### src/sv/ryr_pkg.sv
`timescale 1ns / 1ps
// ----------------------------------------------------------------------------
// ryr_pkg
// Shared types, constants and the arctangent table for the yaw/roll block.
// ----------------------------------------------------------------------------
package ryr_pkg;

    // Iteration count of the CORDIC (8 to 24)
    localparam int CORDIC_STEPS = 16;
    localparam int CNT_W        = $clog2(CORDIC_STEPS);
    localparam int TAB_IDX_W    = 5;

    // Field and datapath widths
    localparam int COEF_W  = 16;
    localparam int ANGLE_W = 16;
    localparam int XY_W    = 28;
    localparam int Z_W     = 25;
    localparam int JUMP_W  = 16;
    localparam int TOL_W   = 15;

    localparam logic signed [Z_W-1:0]     QUARTER_TURN = Z_W'(2949120);
    localparam logic signed [ANGLE_W:0]   ANGLE_MAX    = (ANGLE_W+1)'(23040);
    localparam logic [JUMP_W-1:0]         JUMP_RST     = JUMP_W'(6400);
    localparam logic [TOL_W-1:0]          TOL_RST      = TOL_W'(3200);

    // Configuration register indexes
    typedef enum logic [0:0] {
        CFG_JUMP_LIMIT = 1'b0,
        CFG_MAG_TOL    = 1'b1
    } t_cfg_idx;

    // Controller states
    typedef enum logic [1:0] {
        ST_IDLE,
        ST_ITER,
        ST_ROUND,
        ST_FIX
    } t_state;

    // Commands from controller to datapath
    typedef struct packed {
        logic                 load;
        logic                 step;
        logic                 round;
        logic                 fix;
        logic [TAB_IDX_W-1:0] idx;
    } t_dp_cmd;

    // atan(2^-i) in units of 2^-15 degree
    function automatic logic [Z_W-1:0] atan_entry(input logic [TAB_IDX_W-1:0] idx);
        logic [Z_W-1:0] v;
        case (idx)
            5'd0:    v = Z_W'(1474560);
            5'd1:    v = Z_W'(870484);
            5'd2:    v = Z_W'(459940);
            5'd3:    v = Z_W'(233473);
            5'd4:    v = Z_W'(117189);
            5'd5:    v = Z_W'(58652);
            5'd6:    v = Z_W'(29333);
            5'd7:    v = Z_W'(14667);
            5'd8:    v = Z_W'(7334);
            5'd9:    v = Z_W'(3667);
            5'd10:   v = Z_W'(1833);
            5'd11:   v = Z_W'(917);
            5'd12:   v = Z_W'(458);
            5'd13:   v = Z_W'(229);
            5'd14:   v = Z_W'(115);
            5'd15:   v = Z_W'(57);
            5'd16:   v = Z_W'(29);
            5'd17:   v = Z_W'(14);
            5'd18:   v = Z_W'(7);
            5'd19:   v = Z_W'(4);
            5'd20:   v = Z_W'(2);
            5'd21:   v = Z_W'(1);
            default: v = '0;
        endcase
        return v;
    endfunction

endpackage

### src/sv/ryr_cordic.sv
`timescale 1ns / 1ps
// ----------------------------------------------------------------------------
// ryr_cordic
// One vectoring CORDIC lane: atan2(y, x) in 1/128 degree, one step a cycle.
// ----------------------------------------------------------------------------
module ryr_cordic (
    input  logic                                 i_clk,
    input  ryr_pkg::t_dp_cmd                     i_cmd,
    input  logic signed [ryr_pkg::COEF_W-1:0]    i_y,
    input  logic signed [ryr_pkg::COEF_W-1:0]    i_x,
    output logic signed [ryr_pkg::ANGLE_W-1:0]   o_angle
);

    logic signed [ryr_pkg::XY_W-1:0]    r_x, r_y;
    logic signed [ryr_pkg::Z_W-1:0]     r_z;
    logic                               r_zero;
    logic signed [ryr_pkg::ANGLE_W-1:0] r_q;

    logic signed [ryr_pkg::XY_W-1:0]    x_ext, y_ext, dx, dy;
    logic signed [ryr_pkg::Z_W-1:0]     a_step, z_bias;
    logic signed [ryr_pkg::ANGLE_W:0]   q_wide, q_sat;

    // Scale operands by 256
    assign x_ext = ryr_pkg::XY_W'(i_x) <<< 8;
    assign y_ext = ryr_pkg::XY_W'(i_y) <<< 8;

    // Floor shifts and table angle for this step
    assign dx     = r_y >>> i_cmd.idx;
    assign dy     = r_x >>> i_cmd.idx;
    assign a_step = $signed(ryr_pkg::atan_entry(i_cmd.idx));

    // Round to 1/128 degree and saturate
    assign z_bias = r_z + ryr_pkg::Z_W'(128);
    assign q_wide = (ryr_pkg::ANGLE_W+1)'(z_bias >>> 8);
    always_comb begin
        if (q_wide > ryr_pkg::ANGLE_MAX) begin
            q_sat = ryr_pkg::ANGLE_MAX;
        end else if (q_wide < -ryr_pkg::ANGLE_MAX) begin
            q_sat = -ryr_pkg::ANGLE_MAX;
        end else begin
            q_sat = q_wide;
        end
    end

    // Load, with a quarter-turn pre-rotation when x is negative, then iterate and round
    always_ff @(posedge i_clk) begin
        if (i_cmd.load) begin
            r_zero <= (i_x == '0) && (i_y == '0);
            if (x_ext < 0) begin
                if (y_ext >= 0) begin
                    r_x <= y_ext;
                    r_y <= -x_ext;
                    r_z <= ryr_pkg::QUARTER_TURN;
                end else begin
                    r_x <= -y_ext;
                    r_y <= x_ext;
                    r_z <= -ryr_pkg::QUARTER_TURN;
                end
            end else begin
                r_x <= x_ext;
                r_y <= y_ext;
                r_z <= '0;
            end
        end else if (i_cmd.step) begin
            if (r_y > 0) begin
                r_x <= r_x + dx;
                r_y <= r_y - dy;
                r_z <= r_z + a_step;
            end else begin
                r_x <= r_x - dx;
                r_y <= r_y + dy;
                r_z <= r_z - a_step;
            end
        end
        if (i_cmd.round) begin
            r_q <= r_zero ? '0 : ryr_pkg::ANGLE_W'(q_sat);
        end
    end

    assign o_angle = r_q;

endmodule

### src/sv/ryr_dp.sv
`timescale 1ns / 1ps
// ----------------------------------------------------------------------------
// ryr_dp
// Datapath: yaw and roll CORDIC lanes, jump correction, history and output.
// ----------------------------------------------------------------------------
module ryr_dp (
    input  logic                                 i_clk,
    input  logic                                 i_rst_n,
    input  ryr_pkg::t_dp_cmd                     i_cmd,
    input  logic signed [ryr_pkg::COEF_W-1:0]    i_r00,
    input  logic signed [ryr_pkg::COEF_W-1:0]    i_r10,
    input  logic signed [ryr_pkg::COEF_W-1:0]    i_r21,
    input  logic signed [ryr_pkg::COEF_W-1:0]    i_r22,
    input  logic [ryr_pkg::JUMP_W-1:0]           i_jump_limit,
    input  logic [ryr_pkg::TOL_W-1:0]            i_mag_tol,
    output logic signed [ryr_pkg::ANGLE_W-1:0]   o_yaw,
    output logic signed [ryr_pkg::ANGLE_W-1:0]   o_roll
);

    localparam int AW = ryr_pkg::ANGLE_W;

    logic signed [AW-1:0] yaw, roll;
    logic signed [AW-1:0] r_prev_yaw, r_prev_roll, r_yaw_out, r_roll_out;
    logic                 r_seen;

    logic signed [AW:0]   yaw_d, roll_d, mag_d;
    logic [AW:0]          yaw_d_abs, roll_d_abs, mag_d_abs;
    logic [AW-1:0]        yaw_abs, prev_yaw_abs;
    logic                 yaw_flip, roll_flip, roll_opp;
    logic signed [AW-1:0] yaw_fix, roll_fix;

    ryr_cordic u_yaw (
        .i_clk   (i_clk),
        .i_cmd   (i_cmd),
        .i_y     (i_r10),
        .i_x     (i_r00),
        .o_angle (yaw)
    );

    ryr_cordic u_roll (
        .i_clk   (i_clk),
        .i_cmd   (i_cmd),
        .i_y     (i_r21),
        .i_x     (i_r22),
        .o_angle (roll)
    );

    // Yaw jump test: large step but similar magnitude
    assign yaw_d        = (AW+1)'(yaw) - (AW+1)'(r_prev_yaw);
    assign yaw_d_abs    = yaw_d[AW] ? (AW+1)'(-yaw_d) : (AW+1)'(yaw_d);
    assign yaw_abs      = yaw[AW-1] ? AW'(-yaw) : AW'(yaw);
    assign prev_yaw_abs = r_prev_yaw[AW-1] ? AW'(-r_prev_yaw) : AW'(r_prev_yaw);
    assign mag_d        = $signed({1'b0, yaw_abs}) - $signed({1'b0, prev_yaw_abs});
    assign mag_d_abs    = mag_d[AW] ? (AW+1)'(-mag_d) : (AW+1)'(mag_d);
    assign yaw_flip     = r_seen
                        && (yaw_d_abs > (AW+1)'(i_jump_limit))
                        && (mag_d_abs < (AW+1)'(i_mag_tol));

    // Roll jump test: strict sign reversal with a large step
    assign roll_d     = (AW+1)'(roll) - (AW+1)'(r_prev_roll);
    assign roll_d_abs = roll_d[AW] ? (AW+1)'(-roll_d) : (AW+1)'(roll_d);
    assign roll_opp   = ((roll > 0) && (r_prev_roll < 0))
                     || ((roll < 0) && (r_prev_roll > 0));
    assign roll_flip  = r_seen && roll_opp && (roll_d_abs > (AW+1)'(i_jump_limit));

    assign yaw_fix  = yaw_flip  ? -yaw  : yaw;
    assign roll_fix = roll_flip ? -roll : roll;

    // History flag and previous corrected angles
    always_ff @(posedge i_clk) begin
        if (!i_rst_n) begin
            r_seen      <= 1'b0;
            r_prev_yaw  <= '0;
            r_prev_roll <= '0;
        end else if (i_cmd.fix) begin
            r_seen      <= 1'b1;
            r_prev_yaw  <= yaw_fix;
            r_prev_roll <= roll_fix;
        end
    end

    // Output register
    always_ff @(posedge i_clk) begin
        if (i_cmd.fix) begin
            r_yaw_out  <= yaw_fix;
            r_roll_out <= roll_fix;
        end
    end

    assign o_yaw  = r_yaw_out;
    assign o_roll = r_roll_out;

endmodule

### src/sv/ryr_ctrl.sv
`timescale 1ns / 1ps
// ----------------------------------------------------------------------------
// ryr_ctrl
// Controller: sequences load, CORDIC steps, rounding and correction per beat.
// ----------------------------------------------------------------------------
module ryr_ctrl (
    input  logic              i_clk,
    input  logic              i_rst_n,
    input  logic              i_in_valid,
    output logic              o_in_ready,
    input  logic              i_out_ready,
    output logic              o_out_valid,
    output ryr_pkg::t_dp_cmd  o_cmd
);

    ryr_pkg::t_state             r_state, n_state;
    logic [ryr_pkg::CNT_W-1:0]   r_cnt, n_cnt;
    logic                        r_out_vld, n_out_vld;
    logic                        last_step, out_free;

    assign last_step = (r_cnt == ryr_pkg::CNT_W'(ryr_pkg::CORDIC_STEPS - 1));
    assign out_free  = !r_out_vld || i_out_ready;

    // Next state
    always_comb begin
        n_state = r_state;
        case (r_state)
            ryr_pkg::ST_IDLE: begin
                if (i_in_valid) begin
                    n_state = ryr_pkg::ST_ITER;
                end
            end
            ryr_pkg::ST_ITER: begin
                if (last_step) begin
                    n_state = ryr_pkg::ST_ROUND;
                end
            end
            ryr_pkg::ST_ROUND: begin
                n_state = ryr_pkg::ST_FIX;
            end
            ryr_pkg::ST_FIX: begin
                if (out_free) begin
                    n_state = ryr_pkg::ST_IDLE;
                end
            end
            default: begin
                n_state = ryr_pkg::ST_IDLE;
            end
        endcase
    end

    // Outputs and commands
    always_comb begin
        o_in_ready  = 1'b0;
        o_cmd       = '0;
        o_cmd.idx   = ryr_pkg::TAB_IDX_W'(r_cnt);
        n_cnt       = '0;
        n_out_vld   = r_out_vld && !i_out_ready;
        case (r_state)
            ryr_pkg::ST_IDLE: begin
                o_in_ready = 1'b1;
                o_cmd.load = i_in_valid;
            end
            ryr_pkg::ST_ITER: begin
                o_cmd.step = 1'b1;
                n_cnt      = last_step ? '0 : r_cnt + 1'b1;
            end
            ryr_pkg::ST_ROUND: begin
                o_cmd.round = 1'b1;
            end
            ryr_pkg::ST_FIX: begin
                o_cmd.fix = out_free;
                if (out_free) begin
                    n_out_vld = 1'b1;
                end
            end
            default: begin
                o_in_ready = 1'b0;
            end
        endcase
    end

    always_ff @(posedge i_clk) begin
        if (!i_rst_n) begin
            r_state   <= ryr_pkg::ST_IDLE;
            r_cnt     <= '0;
            r_out_vld <= 1'b0;
        end else begin
            r_state   <= n_state;
            r_cnt     <= n_cnt;
            r_out_vld <= n_out_vld;
        end
    end

    assign o_out_valid = r_out_vld;

endmodule

### src/sv/rotation_to_yaw_roll_with_jump_fix.sv
`timescale 1ns / 1ps
// An accepted input beat is loaded into both CORDIC lanes, iterated CORDIC_STEPS (16)
//   times, rounded, then jump-corrected into the output register; input ready is
//   high only in idle, so a new beat waits until the last one has been corrected.
// A finished result waits in the output register; a new input beat is taken meanwhile.
// Reset (synchronous, active low) clears the history and restores both limits.
// ----------------------------------------------------------------------------
// rotation_to_yaw_roll_with_jump_fix
// Yaw and roll from rotation matrix entries via CORDIC, with jump correction.
// ----------------------------------------------------------------------------
module rotation_to_yaw_roll_with_jump_fix (
    input  logic         i_clk,
    input  logic         i_rst_n,
    input  logic         s_axis_tvalid,
    output logic         s_axis_tready,
    input  logic [63:0]  s_axis_tdata,   // r00 [15:0], r10 [31:16], r21 [47:32], r22 [63:48]
    output logic         m_axis_tvalid,
    input  logic         m_axis_tready,
    output logic [31:0]  m_axis_tdata,   // yaw_angle [15:0], roll_angle [31:16]
    input  logic         i_cfg_valid,
    output logic         o_cfg_ready,
    input  logic [0:0]   i_cfg_index,
    input  logic [15:0]  i_cfg_data
);

    logic [ryr_pkg::JUMP_W-1:0]          r_jump_limit;
    logic [ryr_pkg::TOL_W-1:0]           r_mag_tol;
    ryr_pkg::t_dp_cmd                    cmd;
    logic signed [ryr_pkg::ANGLE_W-1:0]  yaw, roll;

    // Configuration registers, always writable
    assign o_cfg_ready = 1'b1;

    always_ff @(posedge i_clk) begin
        if (!i_rst_n) begin
            r_jump_limit <= ryr_pkg::JUMP_RST;
            r_mag_tol    <= ryr_pkg::TOL_RST;
        end else if (i_cfg_valid) begin
            case (ryr_pkg::t_cfg_idx'(i_cfg_index))
                ryr_pkg::CFG_JUMP_LIMIT: r_jump_limit <= i_cfg_data;
                ryr_pkg::CFG_MAG_TOL:    r_mag_tol    <= i_cfg_data[ryr_pkg::TOL_W-1:0];
                default:                 r_jump_limit <= r_jump_limit;
            endcase
        end
    end

    ryr_ctrl u_ctrl (
        .i_clk       (i_clk),
        .i_rst_n     (i_rst_n),
        .i_in_valid  (s_axis_tvalid),
        .o_in_ready  (s_axis_tready),
        .i_out_ready (m_axis_tready),
        .o_out_valid (m_axis_tvalid),
        .o_cmd       (cmd)
    );

    ryr_dp u_dp (
        .i_clk        (i_clk),
        .i_rst_n      (i_rst_n),
        .i_cmd        (cmd),
        .i_r00        ($signed(s_axis_tdata[15:0])),
        .i_r10        ($signed(s_axis_tdata[31:16])),
        .i_r21        ($signed(s_axis_tdata[47:32])),
        .i_r22        ($signed(s_axis_tdata[63:48])),
        .i_jump_limit (r_jump_limit),
        .i_mag_tol    (r_mag_tol),
        .o_yaw        (yaw),
        .o_roll       (roll)
    );

    assign m_axis_tdata = {roll, yaw};

`ifndef SYNTHESIS
    // An accepted beat starts work, so the input side closes the next cycle
    a_busy_after_accept: assert property (@(posedge i_clk) disable iff (!i_rst_n)
        (s_axis_tvalid && s_axis_tready) |=> !s_axis_tready)
        else $error("input ready stayed high after an accepted beat");

    // Output angles stay within the saturation range
    a_angle_range: assert property (@(posedge i_clk) disable iff (!i_rst_n)
        m_axis_tvalid |-> ($signed(m_axis_tdata[15:0]) <= 16'sd23040
                       && $signed(m_axis_tdata[15:0]) >= -16'sd23040
                       && $signed(m_axis_tdata[31:16]) <= 16'sd23040
                       && $signed(m_axis_tdata[31:16]) >= -16'sd23040))
        else $error("output angle out of range");

    // No output beat is pending right after reset
    a_reset_idle: assert property (@(posedge i_clk)
        !i_rst_n |=> !m_axis_tvalid)
        else $error("output valid after reset");
`endif

endmodule

### config.mk
export PLATFORM = sky130hd
export DESIGN_NAME = rotation_to_yaw_roll_with_jump_fix
export DESIGN_NICKNAME = d
export VERILOG_FILES = /design/src/sv/ryr_pkg.sv /design/src/sv/ryr_cordic.sv /design/src/sv/ryr_dp.sv /design/src/sv/ryr_ctrl.sv /design/src/sv/rotation_to_yaw_roll_with_jump_fix.sv
export SDC_FILE = /design/constraint.sdc
export NUM_CORES = 2
export LEC_CHECK = 0
export ABC_CLOCK_PERIOD_IN_PS = 6550
export BUFFER_PORTS_ARGS = -buffer_cell sky130_fd_sc_hd__buf_2
export CAP_MARGIN = 20
export CORE_MARGIN = 2
export CORE_UTILIZATION = 35
export CTS_CLUSTER_DIAMETER = 80
export DETAILED_ROUTE_END_ITERATION = 16
export PLACE_DENSITY = 0.48
export SLEW_MARGIN = 20
export SYNTH_ARGS = -nofsm -noshare
export SYNTH_HDL_FRONTEND = slang
export SYNTH_SLANG_ARGS = --single-unit
### constraint.sdc
create_clock -name i_clk -period 6.55 [get_ports i_clk]
set_clock_uncertainty 0.1 [all_clocks]
set_input_delay 0.3275 -clock i_clk [delete_from_list [all_inputs] [get_ports i_clk]]
set_output_delay 0.3275 -clock i_clk [all_outputs]
set_load 0.005 [all_outputs]
* Yosys cells after proc, flatten, opt, wreduce, memory -nomap -nowiden
Memories as Yosys holds them, arrays and structs flattened. A register that Yosys moved wholly into a read port is not among the register bits. Index checks and enable logic that the tools add are counted.
Storage, ports and cells: register bits 299, latch bits 0, RAM bits 0, bits in read-only memories 1344, bits of input ports 86, output and inout port bits 35, logic and storage cells 166, memories 2
Operators by class: $add $sub $neg 28, multipliers 0, divide/modulo/power cells 0, order comparisons 17, eq/ne operators 7, shifts and indexed selects 4, mux-type cells 54, bitwise logic cells 3, reductions and logical operators 27
Memories:
- (name not given) | words 32, width 21, read ports 1, clocked after memory_dff 1, write ports 0, line ryr_pkg.sv:52 | case (idx)
- (name not given) | words 32, width 21, read ports 1, clocked after memory_dff 1, write ports 0, line ryr_pkg.sv:52
Operator list (number):
- $mux 28 | 20
- $mux 25 | 10
- $add 28x28->28 | 4
- $neg 24->28 | 4
- $sshr 28x4->28 | 4
- $sub 28x28->28 | 4
- $mux 16 | 6
- $logic_not 16->1 | 4
- $gt 28x1->1 const B | 2
- $mux 17 | 3
- $neg 17->17 | 3
- $sub 16x16->17 | 3
- $add 25x25->25 | 2
- $add 25x9->25 const B | 2
- $sub 25x25->25 | 2
- $ge 24x1->1 const B | 2
- $lt 24x1->1 const B | 2
- $neg 16->16 | 3
- $gt 17x16->1 | 2
- $gt 17x16->1 const B | 2
- $lt 17x16->1 const B | 2
- $gt 16x1->1 const B | 2
- $lt 16x1->1 const B | 2
- $mux 15 | 2
- other kinds (21) | 48

* Logic depth before layout (Yosys ltp)
depth after elaboration 8, gate-level depth with buffers 30, mapped depth without buffers 28

* Cells and area by module
From an unflattened synthesis, not the netlist that was laid out.
Unflattened totals: cell total of the unflattened synthesis 4838, area, all modules 39900.8 µm²
By module, submodules not included:
- ryr_cordic (u_dp.u_roll) | times used 1, cells each 1825, area an instance 15185.8 µm², seq. area each 2942.8 µm²
- ryr_cordic (u_dp.u_yaw) | times used 1, cells each 1749, area an instance 14622.8 µm², seq. area each 2942.8 µm²
- ryr_dp | times used 1, cells each 1097, area an instance 8488.1 µm², seq. area each 1621.6 µm²
- rotation_to_yaw_roll_with_jump_fix | times used 1, cells each 129, area an instance 1246.2 µm², seq. area each 620.6 µm²
- ryr_ctrl | times used 1, cells each 38, area an instance 357.8 µm², seq. area each 140.1 µm²

* Worst setup path before layout
Ideal clock, no wire load.
kind register to register, start register u_dp.u_yaw.r_q, in the netlist u_dp.u_yaw.o_angle[1], end register u_dp.r_prev_yaw[14], library setup time 82 ps, data arrival time 6009 ps, required time 6368 ps, slack 360 ps, stages on the path, launching flop included 28, buffers on the path 1, cell sequence edfxtp_1 -> or3_1 -> or3_1 -> or3_1 -> or3_1 -> or3_1 -> or3_1 -> nand2_1 -> xnor2_1 -> ha_1 -> a21o_1 -> a31oi_1 -> o21ai_1 -> nor2_1 -> a21oi_1 -> ha_1 -> a21boi_0 -> o21a_1 -> o21ai_0 -> a21oi_1 -> nor3_1 -> o21ai_0 -> o211ai_1 -> a21oi_1 -> clkbuf_1 -> or4_1 -> or3_1 -> a31oi_1
On the way: word-level cells in the longest chain between the ends 8, elaborated cells between the ends (all ways) 13
Ends and longest elaborated chain:
- from (decl) | line ryr_cordic.sv:17 | logic signed [ryr_pkg::ANGLE_W-1:0] r_q;
- from (signal assigned) | line ryr_cordic.sv:76 | r_q <= r_zero ? '0 : ryr_pkg::ANGLE_W'(q_sat);
- $neg 16->16 | line ryr_dp.sv:51, ryr_dp.sv:66
- $mux 16 | line ryr_dp.sv:51 | assign yaw_abs = yaw[AW-1] ? AW'(-yaw) : AW'(yaw);
- $sub 16x16->17 | line ryr_dp.sv:53 | assign mag_d = $signed({1'b0, yaw_abs}) - $signed({1'b0, prev_yaw_abs});
- $neg 17->17 | line ryr_dp.sv:54 | assign mag_d_abs = mag_d[AW] ? (AW+1)'(-mag_d) : (AW+1)'(mag_d);
- $mux 17 | line ryr_dp.sv:54
- $lt 17x15->1 | line ryr_dp.sv:57 | && (mag_d_abs < (AW+1)'(i_mag_tol));
- $logic_and 1x1->1 | line ryr_dp.sv:57
- $mux 16 * | line ryr_dp.sv:66 | assign yaw_fix = yaw_flip ? -yaw : yaw;
- to (signal assigned) | line ryr_dp.sv:77 | r_prev_yaw <= yaw_fix;
- to (decl) | line ryr_dp.sv:23 | logic signed [AW-1:0] r_prev_yaw, r_prev_roll, r_yaw_out, r_roll_out;
Mark *: on every way between the ends. The rest lies on a longest branch, timed or not. A chain may end at the register's enable or synchronous reset.

* Worst setup path in the final report
start register u_dp.u_yaw.r_q, in the netlist u_dp.u_yaw.o_angle[2], end register u_dp.r_prev_yaw[13]
The elaborated chain is that of the path after synthesis.

==> results.tsv <==
metric	value	unit
cts_max_level	2	
insertion_delay	620	ps
hold_viol	0	
slowest_delay	480	ps
path_delay_family	simple AND/OR/NAND/NOR gates	
grt_pass1_wl	176700	um
met3_length	5068	um
portBuffers	119	
place_congestion	0.8963	
required	6980	ps
grt_max_degree	163	
cts.root.buffer_cell	clkbuf_16	
synth_edf_count	228	
vias	31720	
core	0.1016	sq mm
syn_inst	4209	
pre_cts_slack	-44.68	ps
crit_start	u_dp.u_yaw.o_angle[2]$_SDFFCE_PP0P_	
slowest_stage	or4b_4	
die_h	323.8	um
layout.nets	4709	
tightest_slew	1159	ps
slew_headroom	22.16	%
ys_warn_count	0	
hold_start	s_axis_tdata[21]	
drt_wl_total	113500	um
crit_fanout	6	
cts_made_buffers	45	
period_needed	6401	ps
grt_usage	21.33	%
dp_cells	5619	
cp_common_cell	or3_4	
grt_overflow	0	
fin_crit_sh	97.73	%
async_flop_share	0	%
drc	0	
synthesis.nets	4583	
yosysSeqAreaShare	24.27	%
path_buf_inv	2	
final_cell_mix	425 x nand2_1, 386 x nor2_1, 308 x o21ai_0, 286 x a21oi_1, 282 x xnor2_1	
netlist_area	0.03580	sq mm
area_delta_synth_final	12.62	%
start_util	35.24	%
hp-class	in -> reg	
die_area	0.1049	sq mm
diodes	0	
critPathArrivalTime	6830	ps
rows	117	
io_pins	121	
start_kind	flop	
r2r-start	u_dp.u_yaw.o_angle[2]$_SDFFCE_PP0P_	
dr.pass1.iters	5	
highest_layer	met5	
wl_per_cell	19.78	um
wl_met2	52710	um
dpl.hpwl	85720	um
die_w	323.8	um
ys_seq_elements	320	
synthDistinctLibCells	96	
synth_area_per_cell	8.506	sq um
cts_buffer_depth	3	
first_iter_violations	1974	
rsz0062_at_grt	true	
via_per_inst	5.526	
layout-drive-gt1-share	12.88	%
fin_ws	148.5	ps
clk_pin_slew_worst_paths	60	ps
setup_viol	0	
cap_violations	0	
ant_nets	0	
finalMaxSlewViolations	0	
cp_cell_sequence	or3_4 -> or3_4 -> or3_4 -> or3_4 -> or3_4 -> or3_4 -> nand2_4 -> xnor2_2 -> ha_4 -> a21o_1 -> a31oi_4 -> o21ai_4 -> buf_4 -> a21oi_1 -> xnor2_1 -> ha_1 -> a21o_1 -> a21o_1 -> a211oi_2 -> a21oi_2 -> buf_6 -> or4b_4 -> or3_4 -> a31oi_1	
ys.flop_type	edfxtp_1	
max_freq	156.2	MHz
cts_tree	yes	
cts.sinks	320	
critPathCaptureType	flop	
layout.cells.non_filler	5739	
grt_pass1_vias	30490	
worstSetupPathType	reg -> reg	
status	complete, no violations	
antenna_found_initial	2	
wl_met1	52310	um
final_common_cell	nand2_1	
[repair_timing]
| item | CTS | global route |
|---|---|---|
| hold buffers | 30 | 0 |
| buffers inserted | 0 | 6 |
| gates resized for setup | 1 | 46 |
| cloned | 0 | 1 |
| endpoints found under the hold margin | 45 | 0 |
| setup endpoints to repair | 12 | 31 |
| pin swaps | 0 | 17 |
[layout make-up]
| cell class | instances | area (sq um) |
|---|---|---|
| Multi-Input combinational cell | 3507 | 25750 |
| Clock inverter | 23 | 260.3 |
| Tap cell | 1368 | 1712 |
| Clock buffer | 60 | 1275 |
| Timing Repair Buffer | 261 | 1864 |
| Inverter | 200 | 755.7 |
| Sequential cell | 320 | 8703 |
| Fill cell | 10570 | 61280 |
[worst register-to-register path: cells and delay by family, from the launching register on]
family	cells	cell delay, ps
buf+inv	2	320
flops	1	390
simple gates	9	3180
xor+xnor	2	280
fa+ha+maj	2	510
compound gates	9	1570
[worst paths after layout]
path,slack (ps),to,depth (start not counted)
hold / removal,30,u_dp.u_yaw.r_y[13]$_DFFE_PP_,3
setup / recovery,150,u_dp.r_prev_yaw[13]$_SDFFE_PN0P_,24
hold reg to reg,360,r_jump_limit[2]$_SDFFE_PN0P_,2
setup reg to reg,150,u_dp.r_prev_yaw[13]$_SDFFE_PN0P_,24
[through the flow]
| stage | hold WS [ps] | cell area (sq um) | TNS, ps | utilization, % |
|---|---|---|---|---|
| 3_3_place_gp | 341.2 | 38220 | -23.31 | 37.62 |
| 3_5_place_dp | 347.4 | 38220 | -379.2 | 37.62 |
| 5_1_grt | 35.37 | 40320 | -724.3 | 39.69 |
| 6_report | 32.09 | 40320 | 0 | 39.69 |
| 4_1_cts | 1.629 | 40060 | 0 | 39.43 |
| 2_1_floorplan | 333.6 | 35800 | 0 | - |
[cells in the mapped netlist (92+ instances only)]
cell,count,share of area (%)
ha_1,279,9.8
nor2_1,390,4.1
clkbuf_1,118,1.2
a21oi_1,289,4.0
nor3_1,100,1.4
dfxtp_1,92,5.1
mux4_2,137,8.6
xnor2_1,283,6.9
edfxtp_1,228,19
o21ai_0,316,4.4
inv_1,197,2.1
nand2_1,427,4.5
xor2_1,176,4.3
[cells by family (layout without fill, tap and decap cells)]
logic type | after synthesis | count (layout) | share of synthesized area (%)
compound gates | 1125 | 1125 | 19.70
xor+xnor | 459 | 459 | 11.23
fa+ha+maj | 288 | 288 | 10.25
buf+inv | 382 | 544 | 4.383
flops | 320 | 320 | 24.27
mux | 237 | 237 | 11.51
other cells | 1 | 1 | 0.01047
simple gates | 1397 | 1397 | 18.64
[flip-flops by register name (all words and copies together) (netlist names)]
register / count
u_dp.u_yaw.r_x: 28
u_dp.u_roll.r_zero: 1
u_dp.r_prev_yaw: 16
u_dp.u_yaw.r_y: 28
u_dp.u_roll.r_y: 28
r_jump_limit: 16
u_ctrl.o_out_valid: 1
u_dp.u_yaw.o_angle: 16
u_dp.o_roll: 16
u_dp.r_prev_roll: 16
u_dp.u_yaw.r_zero: 1
u_dp.u_roll.a_step: 21
u_ctrl.r_state: 2
u_dp.u_roll.o_angle: 16
u_dp.o_yaw: 16
r_mag_tol: 15
u_dp.u_roll.r_x: 28
u_dp.u_yaw.r_z: 25
u_dp.r_seen: 1
u_dp.u_roll.r_z: 25
u_ctrl.r_cnt: 4
[layer usage]
layer	global-route usage (%)	vias to the layer above
li1	-	15780
met2	35.60	704
met1	28.63	15070
met4	6.605	2
met3	2.728	167
met5	0	-
Power is left out: the tool's default activity adds up to more than one toggle a clock period on the data nets, which glitch-free logic cannot reach.
